**src/rtl/tpf_pkg.sv**
```systemverilog
`timescale 1ns / 1ps
package tpf_pkg;

    localparam int SLOT_COUNT          = 4;
    localparam int DEF_NUM_PREDICATES  = 4;
    localparam int DEF_VALUE_BITS      = 64;
    localparam int ATTR_BITS           = 64;
    localparam int CTRL_SLOT_BITS      = 13;
    localparam int CTRL_BITS           = 52;

    // operator codes
    localparam logic [2:0] OP_EQ = 3'd0;
    localparam logic [2:0] OP_NE = 3'd1;
    localparam logic [2:0] OP_LT = 3'd2;
    localparam logic [2:0] OP_LE = 3'd3;
    localparam logic [2:0] OP_GT = 3'd4;
    localparam logic [2:0] OP_GE = 3'd5;

    // type tags
    localparam logic [1:0] TY_INT  = 2'd0;
    localparam logic [1:0] TY_DBL  = 2'd1;
    localparam logic [1:0] TY_STR  = 2'd2;
    localparam logic [1:0] TY_BOOL = 2'd3;

    // compare outcome
    localparam logic [1:0] CMP_LT = 2'd0;
    localparam logic [1:0] CMP_EQ = 2'd1;
    localparam logic [1:0] CMP_GT = 2'd2;
    localparam logic [1:0] CMP_UN = 2'd3;

    // register indexes
    localparam logic [2:0] REG_COUNT    = 3'd0;
    localparam logic [2:0] REG_CONTROLS = 3'd1;
    localparam logic [2:0] REG_VALUE_A  = 3'd2;
    localparam logic [2:0] REG_VALUE_B  = 3'd3;
    localparam logic [2:0] REG_VALUE_C  = 3'd4;
    localparam logic [2:0] REG_VALUE_D  = 3'd5;

    typedef struct packed {
        logic                 valid;
        logic [7:0]           idx;
        logic [1:0]           ty;
        logic [ATTR_BITS-1:0] bits;
        logic                 last;
        logic                 match;
    } t_beat;

    typedef struct packed {
        logic                 active;
        logic [7:0]           idx;
        logic [2:0]           op;
        logic [1:0]           ty;
        logic [ATTR_BITS-1:0] value;
    } t_slot_cfg;

    // string compare: bytes from the top, stop where both hold nul
    function automatic logic [1:0] cmp_str(input logic [63:0] a, input logic [63:0] b);
        logic [1:0] res;
        logic [7:0] ca;
        logic [7:0] cb;
        res = CMP_EQ;
        for (int i = 0; i < 8; i++) begin
            ca = a[8*i +: 8];
            cb = b[8*i +: 8];
            if (ca != cb) begin
                res = (ca < cb) ? CMP_LT : CMP_GT;
            end else if (ca == 8'd0) begin
                res = CMP_EQ;
            end
        end
        return res;
    endfunction

    function automatic logic [1:0] cmp_dbl(input logic [63:0] a, input logic [63:0] b);
        logic [63:0] ka;
        logic [63:0] kb;
        logic        nan_a;
        logic        nan_b;
        nan_a = (a[62:52] == 11'h7ff) && (a[51:0] != 52'd0);
        nan_b = (b[62:52] == 11'h7ff) && (b[51:0] != 52'd0);
        ka = a[63] ? ~a : (a ^ 64'h8000_0000_0000_0000);
        kb = b[63] ? ~b : (b ^ 64'h8000_0000_0000_0000);
        if (nan_a || nan_b) begin
            return CMP_UN;
        end else if ((a[62:0] == 63'd0) && (b[62:0] == 63'd0)) begin
            return CMP_EQ;
        end else if (ka < kb) begin
            return CMP_LT;
        end else if (ka > kb) begin
            return CMP_GT;
        end
        return CMP_EQ;
    endfunction

endpackage

```
**src/rtl/tpf_cell.sv**
```systemverilog
`timescale 1ns / 1ps
module tpf_cell import tpf_pkg::*; #(
    parameter int VALUE_BITS = DEF_VALUE_BITS
) (
    input  logic      i_clk,
    input  logic      i_rst_n,
    input  logic      i_en,
    input  t_slot_cfg i_cfg,
    input  t_beat     i_beat,
    output t_beat     o_beat
);

    localparam int SHIFT = ATTR_BITS - VALUE_BITS;

    t_beat       r_beat;
    logic        r_hit;
    logic        n_hit;
    logic [1:0]  cmp;
    logic        chk;
    logic signed [ATTR_BITS-1:0] int_a;
    logic signed [ATTR_BITS-1:0] int_b;

    // integers live in the low VALUE_BITS; shift up so the sign sits on top
    assign int_a = $signed(i_beat.bits << SHIFT);
    assign int_b = $signed(i_cfg.value << SHIFT);

    always_comb begin
        case (i_beat.ty)
            TY_INT:  cmp = (int_a < int_b) ? CMP_LT : ((int_a > int_b) ? CMP_GT : CMP_EQ);
            TY_DBL:  cmp = cmp_dbl(i_beat.bits, i_cfg.value);
            TY_STR:  cmp = cmp_str(i_beat.bits, i_cfg.value);
            default: cmp = ((i_beat.bits != '0) == (i_cfg.value != '0)) ? CMP_EQ : CMP_GT;
        endcase
    end

    always_comb begin
        chk = 1'b0;
        if (i_cfg.idx == i_beat.idx) begin
            if (i_cfg.ty != i_beat.ty) begin
                chk = (i_cfg.op == OP_NE);
            end else begin
                case (i_cfg.op)
                    OP_EQ: chk = (cmp == CMP_EQ);
                    OP_NE: chk = (cmp != CMP_EQ);
                    OP_LT: chk = (i_beat.ty != TY_BOOL) && (cmp == CMP_LT);
                    OP_LE: chk = (i_beat.ty != TY_BOOL) && (cmp inside {CMP_LT, CMP_EQ});
                    OP_GT: chk = (i_beat.ty != TY_BOOL) && (cmp == CMP_GT);
                    OP_GE: chk = (i_beat.ty != TY_BOOL) && (cmp inside {CMP_GT, CMP_EQ});
                    default: chk = 1'b0;
                endcase
            end
        end
    end

    assign n_hit = r_hit | chk;

    always_ff @(posedge i_clk) begin
        if (!i_rst_n) begin
            r_hit        <= 1'b0;
            r_beat.valid <= 1'b0;
        end else if (i_en) begin
            r_beat.valid <= i_beat.valid;
            if (i_beat.valid) begin
                r_hit <= i_beat.last ? 1'b0 : n_hit;
            end
        end
    end

    always_ff @(posedge i_clk) begin
        if (i_en) begin
            r_beat.idx   <= i_beat.idx;
            r_beat.ty    <= i_beat.ty;
            r_beat.bits  <= i_beat.bits;
            r_beat.last  <= i_beat.last;
            r_beat.match <= i_beat.match & (~i_cfg.active | n_hit);
        end
    end

    assign o_beat = r_beat;

endmodule

```
**src/rtl/tuple_predicate_filter_top.sv**
```systemverilog
`timescale 1ns / 1ps
// tuple predicate filter
// attributes of a tuple stream in on the input channel, one beat each; the
// beat with attr_last closes the tuple and produces one beat on the output
// channel whose tuple_match says whether every active predicate held
// configuration beats on the cfg channel are always taken (cfg_ready tied high);
// the user must write only while no tuple is in flight, the block does not check
// the attribute walks a row of cells, one per slot up to NUM_PREDICATES; each cell
// compares it against its own slot, keeps its hit bit for the tuple and
// folds its verdict into the running match carried with the closing beat
// path: the first cell captures an attribute at the accepting edge, each
// later cell takes it from the one before, and the output register takes
// the closing beat from the last cell
// throughput: one attribute per cycle; the row and the output register all
// advance together, so a stalled receiver holds the whole row and drops
// in_ready until the output beat is taken
// reset clears the count, controls and constants, all hit bits and the
// valid bits of the row; no clearing pass is needed
module tuple_predicate_filter_top import tpf_pkg::*; #(
    parameter int NUM_PREDICATES = DEF_NUM_PREDICATES,
    parameter int VALUE_BITS     = DEF_VALUE_BITS
) (
    input  logic                 i_clk,
    input  logic                 i_rst_n,
    input  logic                 i_in_valid,
    output logic                 o_in_ready,
    input  logic [7:0]           i_attr_index,
    input  logic [1:0]           i_attr_type,
    input  logic [ATTR_BITS-1:0] i_attr_bits,
    input  logic                 i_attr_last,
    output logic                 o_out_valid,
    input  logic                 i_out_ready,
    output logic                 o_tuple_match,
    input  logic                 i_cfg_valid,
    output logic                 o_cfg_ready,
    input  logic [2:0]           i_cfg_index,
    input  logic [ATTR_BITS-1:0] i_cfg_data
);

    // cells beyond the number of slots could never be active
    localparam int NCELL = (NUM_PREDICATES < SLOT_COUNT) ? NUM_PREDICATES : SLOT_COUNT;

    logic [2:0]           r_count;
    logic [CTRL_BITS-1:0] r_ctrl;
    logic [ATTR_BITS-1:0] r_value [SLOT_COUNT];
    logic [2:0]           n_active;
    logic                 en;
    logic                 r_out_valid;
    logic                 r_match;
    t_beat                beat [NCELL+1];
    t_slot_cfg            slot_cfg [NCELL];

    // register file; the user must write only while idle, the block does not check
    always_ff @(posedge i_clk) begin
        if (!i_rst_n) begin
            r_count <= '0;
            r_ctrl  <= '0;
            for (int k = 0; k < SLOT_COUNT; k++) begin
                r_value[k] <= '0;
            end
        end else if (i_cfg_valid) begin
            case (i_cfg_index)
                REG_COUNT:    r_count    <= i_cfg_data[2:0];
                REG_CONTROLS: r_ctrl     <= i_cfg_data[CTRL_BITS-1:0];
                REG_VALUE_A:  r_value[0] <= i_cfg_data;
                REG_VALUE_B:  r_value[1] <= i_cfg_data;
                REG_VALUE_C:  r_value[2] <= i_cfg_data;
                REG_VALUE_D:  r_value[3] <= i_cfg_data;
                default: ;
            endcase
        end
    end

    assign o_cfg_ready = 1'b1;

    // saturate the count to the number of cells
    assign n_active = (r_count > 3'(NCELL)) ? 3'(NCELL) : r_count;

    // whole row moves when the output register can take a beat
    assign en         = ~r_out_valid | i_out_ready;
    assign o_in_ready = en;

    always_comb begin
        beat[0].valid = i_in_valid;
        beat[0].idx   = i_attr_index;
        beat[0].ty    = i_attr_type;
        beat[0].bits  = i_attr_bits;
        beat[0].last  = i_attr_last;
        beat[0].match = 1'b1;
    end

    for (genvar k = 0; k < NCELL; k++) begin : g_cell
        always_comb begin
            slot_cfg[k].active = (3'(k) < n_active);
            slot_cfg[k].idx    = r_ctrl[CTRL_SLOT_BITS*k +: 8];
            slot_cfg[k].op     = r_ctrl[CTRL_SLOT_BITS*k + 8 +: 3];
            slot_cfg[k].ty     = r_ctrl[CTRL_SLOT_BITS*k + 11 +: 2];
            slot_cfg[k].value  = r_value[k];
        end

        tpf_cell #(
            .VALUE_BITS (VALUE_BITS)
        ) u_cell (
            .i_clk   (i_clk),
            .i_rst_n (i_rst_n),
            .i_en    (en),
            .i_cfg   (slot_cfg[k]),
            .i_beat  (beat[k]),
            .o_beat  (beat[k+1])
        );
    end

    // output register, only closing beats become results
    always_ff @(posedge i_clk) begin
        if (!i_rst_n) begin
            r_out_valid <= 1'b0;
        end else if (en) begin
            r_out_valid <= beat[NCELL].valid & beat[NCELL].last;
        end
    end

    always_ff @(posedge i_clk) begin
        if (en) begin
            r_match <= beat[NCELL].match;
        end
    end

    assign o_out_valid   = r_out_valid;
    assign o_tuple_match = r_match;

endmodule

```
**config.mk**
```make
export PLATFORM = sky130hd
export DESIGN_NAME = tuple_predicate_filter_top
export DESIGN_NICKNAME = d
export VERILOG_FILES = /design/src/rtl/tpf_pkg.sv /design/src/rtl/tpf_cell.sv /design/src/rtl/tuple_predicate_filter_top.sv
export SDC_FILE = /design/constraint.sdc
export NUM_CORES = 2
export LEC_CHECK = 0
export BUFFER_PORTS_ARGS = -buffer_cell sky130_fd_sc_hd__buf_2
export CAP_MARGIN = 5
export CORE_ASPECT_RATIO = 0.7
export CORE_MARGIN = 2
export CORE_UTILIZATION = 50
export DETAILED_ROUTE_END_ITERATION = 12
export GPL_ROUTABILITY_DRIVEN = 0
export PLACE_DENSITY = 0.72
export SKIP_CTS_REPAIR_TIMING = 1
export SYNTH_ARGS = -nofsm -noshare
export SYNTH_HDL_FRONTEND = slang
export SYNTH_HIERARCHICAL = 1
export SYNTH_SLANG_ARGS = --single-unit
```
**constraint.sdc**
```tcl
create_clock -name i_clk -period 20.8 [get_ports i_clk]
set_clock_uncertainty 0.15 [all_clocks]
set_input_delay 4.16 -clock i_clk [delete_from_list [all_inputs] [get_ports i_clk]]
set_output_delay 4.16 -clock i_clk [all_outputs]
set_load 0.005 [all_outputs]
```
== Word level (Yosys, flattened, before mapping) ==
Memories as Yosys holds them, arrays and structs flattened.
Index checks and enable logic that the tools add are counted.

* Register bits after elaboration: 295
* Bits of input ports: 147
* Memories kept: 1
* Bits in writable memories: 256
* Output and inout port bits: 4
* Logic and storage cells: 527

{| class="wikitable"
|+ Memory list
! memory !! depth !! bits a word !! rd ports !! clocked after memory_dff !! wr ports !! RTL line !! RTL
|-
| r_value || 4 || 64 || 4 || 0 || 4 || tuple_predicate_filter_top.sv:45 || <nowiki>logic [ATTR_BITS-1:0] r_value [SLOT_COUNT];</nowiki>
|}

* Magnitude comparators: 53
* Muxes and demuxes: 194
* Equality and inequality tests: 101
* Bitwise gates (word level): 38
* Reductions and logical operators: 111

{| class="wikitable"
|+ Operators by type and width
! cell !! number
|-
| two-way mux 64 bit || 12
|-
| greater-than comparator 64 bit || 8
|-
| less-than comparator 64 bit || 8
|-
| NOT 64 bit || 8
|-
| nonzero test 64 bit || 8
|-
| zero test 63 bit || 8
|-
| nonzero test 52 bit || 8
|-
| less-than comparator 8 bit || 32
|-
| inequality test 8 bit || 32
|-
| two-way mux 2 bit || 124
|-
| zero test 8 bit || 28
|-
| equality test 11 bit, second input constant || 8
|-
| two-way mux 1 bit || 49
|-
| equality test 8 bit || 4
|-
| equality test 3 x 2 -> 1 bit, second input constant || 10
|-
| equality test 3 bit, second input constant || 10
|-
| logical AND 1 bit || 28
|-
| case mux 1 bit (6 select lines) || 4
|-
| case mux 2 bit (3 select lines) || 4
|-
| equality test 2 x 1 -> 1 bit, second input constant || 8
|-
| equality test 2 bit, second input constant || 8
|-
| zero test 2 bit || 8
|-
| nonzero test 2 bit || 8
|-
| equality test 3 x 1 -> 1 bit, second input constant || 5
|-
| 14 further kinds || 67
|}

== Longest topological paths before layout ==
An unclocked memory read counts as a cell.

* Word-level depth: 28
* Depth in mapped cells: 23
* Mapped depth without buffers: 21

== Cells and area by module ==
Netlist, hierarchy kept.

{| class="wikitable"
|+ By module, submodules not included
! module !! sequential area each (µm²) !! times used !! area an instance (µm²) !! cells an instance
|-
| tpf_cell at g_cell[0].u_cell ... || 2322.2 || 2 || 7781.2 || 823
|-
| tuple_predicate_filter_top || 8838.5 || 1 || 11822.6 || 891
|-
| tpf_cell at g_cell[3].u_cell || 2322.2 || 1 || 7797.5 || 806
|-
| tpf_cell at g_cell[2].u_cell || 2322.2 || 1 || 7781.2 || 808
|}

== Worst setup path before layout ==
No wires, ideal clock.

* Kind: input -> output
* From: input port i_out_ready
* To: output port o_in_ready
* Stages: 1
* Buffers on the path: 0
* Arrival time: 11745 ps
* Slack: 4745 ps
* Cells stage by stage: nand2b_1

* Cells in the longest elaborated chain, start to end: 1

{| class="wikitable"
|+ RTL lines
! what !! RTL line !! RTL
|-
| start, declared || tuple_predicate_filter_top.sv:32 || <nowiki>input logic i_out_ready,</nowiki>
|-
| bitwise OR 1 bit || tuple_predicate_filter_top.sv:80 || <nowiki>assign en = ~r_out_valid | i_out_ready;</nowiki>
|-
| end, declared || tuple_predicate_filter_top.sv:26 || <nowiki>output logic o_in_ready,</nowiki>
|}

Every way passes these cells.

== Worst setup path after layout ==
Same ends and word-level chain as after synthesis.

==> impl_metrics.toml <==
[run_status]
status = "complete, no violations"

[global_routing]
grt_usage_pct = 31.4
grt_max_degree = 136
grt_first_pass_wirelength_mm = 198
antenna_found_initial = 9
overflow = 0
grt_pass1_vias = 31000

[timing]
tightest_slew_ns = 1.30
hold_viol = 0
fmax_ghz = 0.106
setup_viol = 0
rsz0062_at_grt = "no"
fin_setup_tns_ns = 0
final_max_slew_viol_count = 0
fin_crit_sh_pct = 45.2
max_slew_margin_pct = 12.5
post-route-min-period_ns = 9.40

[cells_and_area]
nets = 4881
mostFrequentLayoutCells = "ha_1 (560), edfxtp_1 (487), inv_1 (407)"
area_growth_pct = 9.02
final_area_sq_mm = 0.0444
layout_commonest_cell = "ha_1"
drive_above_1_share_pct = 8.11

[floorplan]
start_util_pct = 50.5
die_h_um = 243
num_io_pins = 151
die_w_um = 345
core_sq_mm = 0.0807
die_area_sq_mm = 0.0838
rows = 87

[critical_path]
critPathLaunch = "i_out_ready"
endpoint_kind = "output pin"
r2r_start = "r_value[3][63]"
crit_type = "input pin to output pin"
crit_required_ns = 16.49
worstPathArrival_ns = 5.09
crit_path_max_fanout = 41
path_common_cell = "buf_2"
cp_cell_sequence = "buf_2 -> nand2b_4 -> buf_2"
cp_num_buf_inv = 2
startpoint_type = "input pin"
cp_slowest_cell = "nand2b_4"
critical_path.top_delay_family = "simple AND/OR/NAND/NOR gates"
cpPeakStageDelay_ns = 0.55

[route]
wire_per_inst_um = 25.4
drtPass1Iterations = 6
vias = 33600
ant_nets = 0
drt-total-wl_mm = 135
remaining_drc_errors = 0
viasPerCell = 6.33
drt_iter0_markers = 5016

[clock_network]
clkSinkCount = 551
cts_tree = "done"
root_buffer = "clkbuf_16"
clock_path_buffers = 3
cts_max_level = 2
clk_pin_slew_worst_paths_ns = 0.07
numCtsBuffers = 54
clk_latency_ns = 0.67

[pwr]
p_leak_nw = 18.3
switching_power_mw = 1.01
vdd_drop_max_uv = 65.6
comb_power_share_pct = 22.7
p_per_area_mw_per_mm2 = 70.8
power_frac_clock_pct = 33.6
p_int_mw = 2.14
sw_frac_of_total_pct = 32.0
power_mw = 3.14
sequentialPowerShare_pct = 43.6

[synth]
postSynthAreaPerCell_sq_um = 9.99
ys_warn_count = 6
synth_cells = 4077
netlist_area_sq_mm = 0.0407

[min_path]
hold_class = "flip-flop to flip-flop"
hp-start = "g_cell[3].u_cell/o_beat[0]"

[flow_run]
drv_cap = 0

[placement]
postPlaceCellArea_sq_mm = 0.0425
portBuffers = 149
detailed_place_hpwl_mm = 102
## metrics by stage
| stage | utilization [%] | hold WS (ns) | setup WS, ns | instances |
|---|---|---|---|---|
| after global placement | 52.7 | 0.259 | 11.43 | 5186 |
| final | 55.1 | 0.287 | 11.40 | 5300 |
| after floorplan | - | 0.250 | 6.50 | 4079 |
| after CTS | 55.0 | 0.291 | 11.39 | 5286 |
| after global routing | 55.0 | 0.297 | 11.37 | 5288 |
| after detailed placement | 52.7 | 0.274 | 11.39 | 5186 |
## worst paths after layout
path / end / slack [ns] / cells past startpoint
setup reg to reg: g_cell[3].u_cell/o_beat[0] / 13.33 / 19
hold reg to reg: o_tuple_match / 0.29 / 0
setup / recovery: o_in_ready / 11.40 / 3
hold / removal: o_tuple_match / 0.29 / 0
## registers in the layout, indices dropped and copies added (netlist names)
name and count:
g_cell.u_cell/o_beat 234, g_cell.u_cell/r_hit 4, o_out_valid 1, o_tuple_match 1, r_count 3, r_ctrl 52, r_value 256
## area by class of cell
class,count,area [sq um]
inverter,408,1530
antenna,14,35.0
sequential,551,15900
clock buffer,58,1370
multi-input combinational,2981,22700
timing repair buffer,178,993
fill,7031,36200
clock inverter,42,500
tap,1068,1340
## power groups by stage
| stage | registers [mW] | logic [mW] | clock network, mW |
|---|---|---|---|
| floorplan | 1.35 | 0.496 | 0 |
| global placement | 1.39 | 0.667 | 0 |
| detailed placement | 1.39 | 0.689 | 0 |
| CTS | 1.36 | 0.697 | 1.06 |
| global route | 1.37 | 0.791 | 1.10 |
| finish | 1.37 | 0.714 | 1.06 |
## per-layer routing
metal  routed length (um)  global-route usage, %  up-vias
li1                     -                      -    15100
met1                57200                   45.6    16100
met2                53900                   43.5     2061
met3                17300                   8.34      370
met4                 6220                   13.5        8
met5                   49                      0        -
No activity file was read; power rests on OpenSTA's default activity.
